==> src/rtl/sliding_window_average_core_assert.svh <==
// ----------------------------------------------------------------------------
// Assertion macros for the sliding window average core
// Shared concurrent assertion forms, clocked on clock, disabled in reset.
// ----------------------------------------------------------------------------
`ifndef SLIDING_WINDOW_AVERAGE_CORE_ASSERT_SVH
`define SLIDING_WINDOW_AVERAGE_CORE_ASSERT_SVH

// same-cycle implication
`define SWA_ASSERT_HOLDS(name, ante, cons) \
   name: assert property (@(posedge clock) disable iff (reset) (ante) |-> (cons)) \
      else $error("swa: same-cycle check failed");

// next-cycle implication
`define SWA_ASSERT_NEXT(name, ante, cons) \
   name: assert property (@(posedge clock) disable iff (reset) (ante) |=> (cons)) \
      else $error("swa: next-cycle check failed");

`endif

==> src/rtl/swa_pkg.sv <==
// ----------------------------------------------------------------------------
// swa_pkg
// Widths, codes and defaults shared by the sliding window average core.
// ----------------------------------------------------------------------------
package swa_pkg;

   localparam int unsigned MAX_WINDOW_DEF  = 1024;
   localparam int unsigned SAMPLE_BITS_DEF = 32;

   localparam int unsigned MODE_W   = 2;
   localparam int unsigned SAMPLE_W = 32;
   localparam int unsigned SPAN_W   = 11;
   localparam int unsigned WLEN_W   = 11;
   localparam int unsigned AVG_W    = 32;
   localparam int unsigned STATUS_W = 2;
   localparam int unsigned FILL_W   = 11;

   typedef logic [MODE_W-1:0]   mode_type;
   typedef logic [STATUS_W-1:0] status_type;

   localparam logic [WLEN_W-1:0] WLEN_RESET = 11'd60;

   localparam mode_type MODE_SAMPLE = 2'd0;
   localparam mode_type MODE_AWAIT  = 2'd1;
   localparam mode_type MODE_FAIL   = 2'd2;
   localparam mode_type MODE_QUERY  = 2'd3;

   localparam status_type ST_INITIAL = 2'd0;
   localparam status_type ST_AWAIT   = 2'd1;
   localparam status_type ST_ACTIVE  = 2'd2;
   localparam status_type ST_NOTSUP  = 2'd3;

endpackage

==> src/rtl/swa_divider.sv <==
// ----------------------------------------------------------------------------
// swa_divider
// Bit-serial restoring divider, signed dividend by unsigned nonzero divisor,
// quotient truncated toward zero. One quotient bit per cycle.
// ----------------------------------------------------------------------------
`include "sliding_window_average_core_assert.svh"

module swa_divider import swa_pkg::*; #(
   parameter int unsigned DVD_W = 42,
   parameter int unsigned DVS_W = 11
) (
   input  logic                    clock,
   input  logic                    reset,
   input  logic                    start,
   input  logic signed [DVD_W-1:0] dividend,
   input  logic [DVS_W-1:0]        divisor,
   output logic                    done,
   output logic signed [DVD_W-1:0] quotient
);

   localparam int unsigned STEP_W = $clog2(DVD_W);

   logic              busy_ff, busy_in;
   logic              fix_ff, fix_in;
   logic              done_ff, done_in;
   logic [STEP_W-1:0] step_ff, step_in;
   logic              neg_ff, neg_in;
   logic [DVS_W-1:0]  dvs_ff, dvs_in;
   logic [DVS_W-1:0]  rem_ff, rem_in;
   logic [DVD_W-1:0]  q_ff, q_in;

   logic [DVS_W:0]    rem_sh;
   logic [DVS_W:0]    trial;
   logic              ge;

   assign rem_sh = {rem_ff, q_ff[DVD_W-1]};
   assign ge     = rem_sh >= {1'b0, dvs_ff};
   assign trial  = rem_sh - {1'b0, dvs_ff};

   always_comb begin
      busy_in = busy_ff;
      fix_in  = fix_ff;
      done_in = 1'b0;
      step_in = step_ff;
      neg_in  = neg_ff;
      dvs_in  = dvs_ff;
      rem_in  = rem_ff;
      q_in    = q_ff;
      if (start) begin
         // work on the magnitude, fix the sign at the end
         neg_in  = dividend[DVD_W-1];
         q_in    = dividend[DVD_W-1] ? DVD_W'(-dividend) : dividend;
         dvs_in  = divisor;
         rem_in  = '0;
         step_in = '0;
         busy_in = 1'b1;
      end else if (busy_ff) begin
         rem_in  = ge ? trial[DVS_W-1:0] : rem_sh[DVS_W-1:0];
         q_in    = {q_ff[DVD_W-2:0], ge};
         step_in = step_ff + STEP_W'(1);
         if (step_ff == STEP_W'(DVD_W - 1)) begin
            busy_in = 1'b0;
            fix_in  = 1'b1;
         end
      end else if (fix_ff) begin
         fix_in  = 1'b0;
         done_in = 1'b1;
         q_in    = neg_ff ? DVD_W'(-q_ff) : q_ff;
      end
   end

   always_ff @(posedge clock) begin
      if (reset) begin
         busy_ff <= 1'b0;
         fix_ff  <= 1'b0;
         done_ff <= 1'b0;
      end else begin
         busy_ff <= busy_in;
         fix_ff  <= fix_in;
         done_ff <= done_in;
      end
   end

   always_ff @(posedge clock) begin
      step_ff <= step_in;
      neg_ff  <= neg_in;
      dvs_ff  <= dvs_in;
      rem_ff  <= rem_in;
      q_ff    <= q_in;
   end

   assign done     = done_ff;
   assign quotient = q_ff;

   `SWA_ASSERT_HOLDS(a_div_start_idle, start, !busy_ff && !fix_ff)
   `SWA_ASSERT_HOLDS(a_div_phase_excl, busy_ff, !fix_ff)
   `SWA_ASSERT_NEXT(a_div_done_pulse, done_ff, !done_ff)

endmodule

==> config.mk <==
export PLATFORM = sky130hd
export DESIGN_NAME = swa_divider
export DESIGN_NICKNAME = d
export VERILOG_FILES = /design/src/rtl/swa_pkg.sv /design/src/rtl/swa_divider.sv
export VERILOG_INCLUDE_DIRS = /design/src /design/src/rtl
export SDC_FILE = /design/constraint.sdc
export NUM_CORES = 1
export LEC_CHECK = 0
export ABC_AREA = 1
export BUFFER_PORTS_ARGS = -buffer_cell sky130_fd_sc_hd__buf_2
export CORE_AREA = 3 3 132 134
export DETAILED_ROUTE_END_ITERATION = 8
export DIE_AREA = 0 0 135 137
export HOLD_SLACK_MARGIN = 0.08
export PLACE_DENSITY = 0.66
export SLEW_MARGIN = 20
export SYNTH_ARGS = -nofsm -noshare
export SYNTH_HDL_FRONTEND = slang
export SYNTH_SLANG_ARGS = --single-unit
==> constraint.sdc <==
create_clock -name clock -period 5.52 [get_ports clock]
set_input_delay 0.276 -clock clock [delete_from_list [all_inputs] [get_ports clock]]
set_output_delay 0.276 -clock clock [all_outputs]
set_load 0.02 [all_outputs]
# ---- Yosys cells after proc, flatten, opt, wreduce, memory -nomap -nowiden
# Cells that the tools add are included.
# Widths: inputs -> output; s select.
dict set report totals {
  register_bits 74
  latch_bits 0
  ramBits 0
  romBits 0
  inputBits 56
  output_inout_bits 43
  memories 0
}
dict set report op_classes {
  add_sub_neg 4
  mul 0
  div 0
  order_cmp 1
  n_eq_ne 2
  shift 0
  muxes 12
  bitwise 1
  reduce_logical 5
}
# operator count
set op_table {}
lappend op_table {{$mux 42} 5}
lappend op_table {{$neg 42->42} 2}
lappend op_table {{$ge 12x11->1} 1}
lappend op_table {{$mux 11} 1}
lappend op_table {{$sub 11x11->11} 1}
lappend op_table {{$add 6x1->6 const B} 1}
lappend op_table {{$eq 6x6->1 const B} 1}
lappend op_table {{$mux 1} 6}
lappend op_table {{$reduce_bool 3->1} 2}
lappend op_table {{$reduce_and 2->1} 2}
lappend op_table {{$reduce_or 3->1} 1}
lappend op_table {{$ne 2x1->1 const B} 1}
lappend op_table {{$not 1->1} 1}

# ---- Depth between registers and ports, before layout
dict set report depth {
  depth_word 5
  mapped_depth 13
  ltp_nobuf 12
}

# ---- Worst setup path after synthesis
# Ideal clock, no wire load.
dict set report synth_path {
  path_kind {register to register}
  from {reg busy_ff}
  to {reg q_ff[10] (netlist: quotient[10]) (enable)}
  setup_ps 537
  arrival_time_ps 1651
  required_time_ps 4983
  setup_slack_ps 3332
  stages_incl_launch_ff 5
  period_less_slack_ps 2188
  path_cell_list {dfxtp_1 > buf_2 > nor2_2 > clkbuf_1 > nand2_1}
}
dict set report synth_via {
  elab_chain_cells 2
}
# element line_no
set synth_rtl {}
lappend synth_rtl {{from (decl)} swa_divider.sv:23} ;# logic busy_ff, busy_in;
lappend synth_rtl {{from (signal assigned)} swa_divider.sv:78} ;# busy_ff <= busy_in;
lappend synth_rtl {{$reduce_bool 3->1 (no source line)} --}
lappend synth_rtl {{$reduce_and 2->1 (no source line) (*)} --}
lappend synth_rtl {{to (signal assigned)} swa_divider.sv:89} ;# q_ff <= q_in;
lappend synth_rtl {{to (decl)} swa_divider.sv:30} ;# logic [DVD_W-1:0] q_ff, q_in;
# Mark *: on every way between the ends. The rest lies on a longest branch, timed or not.
# A chain may end at the register's enable or synchronous reset.

# ---- Final worst setup path
dict set report layout_path {
  from {reg q_ff[41] (netlist: quotient[41])}
  to {reg q_ff[0] (netlist: quotient[0]) (data pin)}
}
dict set report layout_via {
  elab_chain_cells 3
}
# element line_no
set layout_rtl {}
lappend layout_rtl {{$ge 12x11->1} swa_divider.sv:37} ;# assign ge = rem_sh >= {1'b0, dvs_ff};
lappend layout_rtl {{$mux 42} swa_divider.sv:57} ;# end else if (busy_ff) begin
lappend layout_rtl {{$mux 42} swa_divider.sv:49} ;# if (start) begin
lappend layout_rtl {{net q_in[0]} swa_divider.sv:30}
# The timed path passes the listed nets, and every way through them passes these cells.

==> impl_summary.log <==
INFO  metric length_of_the_first_detailed_routing_pass_in_iterations = 7
INFO  metric endpoint_kind = register
INFO  metric fin_worst_skew = just under 0.007 ns
INFO  metric cts_max_path_buffers = 2
INFO  metric timing.rr.start = quotient[41]
INFO  metric grt_pass1_vias = roughly 6300
INFO  metric crit_type = register to register
INFO  metric die_height = about 140 um
INFO  metric worstPathMaxFanout = 12
INFO  metric finalCritPeriodShare = a little under half
INFO  metric grt_start_max_net_pins = 45
INFO  metric remaining_drc_errors = 0
INFO  metric post_dp_cell_area = 7110 um^2
INFO  metric core = about 16000 um^2
INFO  metric antenna_violations_before_repair = 0
INFO  metric place.detailed.hpwl = ~16000 um
INFO  metric slew_headroom = around a third
INFO  metric netlist-cell-type-count = 46
INFO  metric finalHoldViolations = 0
INFO  metric detail_route.iter0.violations = a little over 700
INFO  metric highest_attainable_clock_frequency = around 400 MHz
INFO  metric worst-endpoint-arrival = 2.70 ns
INFO  metric count_of_final_setup_violators = 0
INFO  metric finalPower = roughly 1.8 mW
INFO  metric ant_nets = 0
INFO  metric outcome = finished clean
INFO  metric synth.mux.area_fraction = 0%
INFO  metric gp_congestion = 0.987
INFO  metric gr-total-overflow = 0
INFO  metric slew_violations = 0
INFO  metric die-area = 18500 um^2
INFO  metric clock_transition_time_at_the_flip_flop_clock_pins_of_the_worst_setup_and_hold_paths = 0.06 ns
INFO  metric design_area = 7410 um^2
INFO  metric yosys_register_bits = 74
INFO  metric synthesis.nets = ~1100
INFO  metric fill_cells = between 1500 and 2000
INFO  metric design.final.nets = around 1200
INFO  metric synthXorXnorAreaFrac = approximately 3.4%
INFO  metric layout-drive-gt1-share = 14.3%
INFO  metric htreeDepth = 3
INFO  metric timing.critical_path.max_delay_family = adder cells
INFO  metric post_drt_wl_per_cell = 15.4 um
INFO  metric clock_sink_count = 74
INFO  metric path_length_in_cells_of_the_critical_path = 9
INFO  metric syn_avg_cell_area = about 6.3 um^2
INFO  metric async_flop_share = 0%
INFO  metric worst-endpoint-required = ~5.7 ns
INFO  metric cts_tree = yes
INFO  metric ff2ff_setup_slack = around 3 ns
INFO  metric synthFlopType = sky130_fd_sc_hd__edfxtp_1
INFO  metric avgViaCountPerCell = about 5
INFO  metric rsz0062_at_grt = false
INFO  metric syn_inst = about 1000
INFO  metric worst_hold_slack = about 0.099 ns
INFO  metric vias = 6836
INFO  metric synth_warn = 0
INFO  metric final.min_clock_period = about 2.5 ns
INFO  metric cp_cell_sequence = inv_1 -> ha_1 -> fa_1 -> o21a_4 -> o21ai_2 -> nand2_4 -> nand3_2 -> nand2_1 -> o21ai_0
INFO  metric critPathSlowestCell = sky130_fd_sc_hd__edfxtp_1
INFO  metric worstHoldStart = divisor[10]
INFO  metric timing.reg2reg.worst_path_depth = 9
INFO  metric synth_compound_gate_area_share = between 10 and 15%
INFO  metric io_pins = slightly below 100
INFO  metric insertion_delay = between 0.3 and 0.4 ns
INFO  metric io_buffer_count = between 90 and 100
INFO  metric hold_end = dvs_ff[10]
INFO  metric cts_post_setup_buffers_inserted = 0
INFO  metric hold-path-cell-count = 1
INFO  metric cts_hold_repair.buffers = 0
INFO  metric crit_path_start_kind = register
INFO  metric synth_adder_area_share = approximately 3.2%
INFO  metric cts.repair.resized = 0
INFO  metric power.static_leakage = approximately 3.3 nW
INFO  metric irDropWorstVdd = 143 uV
INFO  metric timing.max_cap.violations = 0
INFO  metric most_frequent_cells_in_the_layout = sky130_fd_sc_hd__nand2_1 (319), sky130_fd_sc_hd__nor2_1 (166), sky130_fd_sc_hd__inv_1 (109)
INFO  metric clockRootBuffer = sky130_fd_sc_hd__clkbuf_16
INFO  metric wirelength = between 20000 and 25000 um
INFO  metric grt_first_pass_wirelength = roughly 33000 um
INFO  metric worst_hold_path_type = input pin to register
INFO  metric start_util = between 30% and 40%
INFO  metric dominant_combinational_cell_family_by_area_after_synthesis = simple AND/OR/NAND/NOR gates
INFO  metric floorplan.rows = 47
INFO  metric worst_reg2reg_path_endpoint = quotient[0]
INFO  metric timing.setup.tns = 0 ns
INFO  metric cts-buffers-inserted = 9
INFO  metric synth_area = 6450 um^2
INFO  metric antenna_cells_inserted = 0
INFO  metric yosys.area_share.simple = a little over two fifths
INFO  metric synth_sequential_area_ratio = a little under a third
INFO  metric groute.usage.overall = 22.4%
INFO  metric synth_enable_flop_cells = 54
INFO  metric delay_of_the_slowest_cell_on_the_worst_path = around 0.51 ns
INFO  metric critical_path.n_buffers_inverters = 1
INFO  metric die_x = 135 um
INFO  metric power.density_cell_area = approximately 240 nW/um^2
INFO  metric areaGrowthSynthToFinish = 14.9%
INFO  metric worst_pin_slew = a little over 1 ns
INFO  metric most_common_cell_after_layout_fill_and_taps_aside = sky130_fd_sc_hd__nand2_1
cells in the mapped netlist, types with 3 or more instances:
cell type                  count  area share [%]
sky130_fd_sc_hd__o211ai_1      7            0.81
sky130_fd_sc_hd__nor2_2       16             1.6
sky130_fd_sc_hd__inv_1       109             6.3
sky130_fd_sc_hd__nor3_1        7            0.54
sky130_fd_sc_hd__nand2_2      10            0.97
sky130_fd_sc_hd__dfxtp_1      20             6.2
sky130_fd_sc_hd__o21ai_0      41             3.2
sky130_fd_sc_hd__nor2_4        4            0.70
sky130_fd_sc_hd__a21oi_1      46             3.6
sky130_fd_sc_hd__o21ai_2       3            0.41
sky130_fd_sc_hd__nor2_1      166             9.7
sky130_fd_sc_hd__nand3b_1      4            0.47
sky130_fd_sc_hd__o221ai_1      6            0.81
sky130_fd_sc_hd__nand2_1     320              19
sky130_fd_sc_hd__edfxtp_1     54              25
sky130_fd_sc_hd__buf_2        10            0.78
sky130_fd_sc_hd__o21ai_1       8            0.62
sky130_fd_sc_hd__nand3_1      88             6.8
sky130_fd_sc_hd__a22oi_1       4            0.47
sky130_fd_sc_hd__xnor2_1       7            0.95
sky130_fd_sc_hd__nand4_1      16             1.6
sky130_fd_sc_hd__ha_1         15             2.9
sky130_fd_sc_hd__xor2_1       18             2.4
sky130_fd_sc_hd__clkbuf_1     10            0.58
report_power, final:
group          total, mW  internal (mW)  switching [mW]
logic              0.455          0.144           0.311
clock network      0.593          0.347           0.246
registers          0.735          0.666          0.0693
per-layer routing:
layer / part of all wire (%) / track usage (%) / vias to the layer above
li1: - / - / 3488
met1: 47 / 32.5 / 3072
met2: 43 / 33.5 / 245
met3: 7.6 / 3.05 / 31
met4: 2.4 / 9.01 / 0
met5: 0 / 0 / -
cell type report:
cell class | count | area [um^2] | area share [%]
Inverter | 110 | 413 | 5.57
Timing Repair Buffer | 100 | 505 | 6.82
Sequential cell | 74 | 2020 | 27.3
Tap cell | 220 | 275 | 3.71
Clock inverter | 4 | 31.3 | 0.422
Clock buffer | 12 | 268 | 3.61
Multi-Input combinational cell | 809 | 3900 | 52.6
flip-flops by register name (all words and copies together) (netlist names):
signal / flops
quotient: 42
dvs_ff: 11
rem_ff: 11
done: 1
neg_ff: 1
fix_ff: 1
busy_ff: 1
step_ff: 6
worst max path at each step:
stage                 startpoint      endpoint  slack [ns]
finish              quotient[41]   quotient[0]        3.00
global route        quotient[41]   quotient[0]        2.84
CTS                 quotient[41]   quotient[0]        3.01
detailed placement         start  quotient[41]        2.92
global placement           start  quotient[41]        3.03
floorplan                busy_ff  quotient[10]        3.33
worst register-to-register path: cells and delay by family (launching register included):
| kind | cells | cell delay [ns] |
|---|---|---|
| buffers and inverters | 1 | 0.08 |
| DFF | 1 | 0.51 |
| AOI/OAI and AO/OA | 3 | 0.46 |
| adders and majority gates | 2 | 0.74 |
| and+or+nand+nor | 3 | 0.57 |
cells by family (layout without fill, tap and decap cells):
kind of cell / count (synthesis) / after routing
buf+inv: 134 / 226
simple gates: 642 / 642
flops: 74 / 74
fa+ha+maj: 16 / 16
xor+xnor: 25 / 25
compound gates: 126 / 126
per-stage QoR:
stage | std cells | worst slack (ns) | util (%)
4_1_cts | 1329 | 3.01 | 45.2
3_5_place_dp | 1313 | 2.92 | 43.4
5_1_grt | 1329 | 2.84 | 45.2
6_report | 1329 | 3.00 | 45.2
2_1_floorplan | 1017 | 3.33 | -
3_3_place_gp | 1313 | 3.03 | 43.4
(Power assumes the default switching activity.)
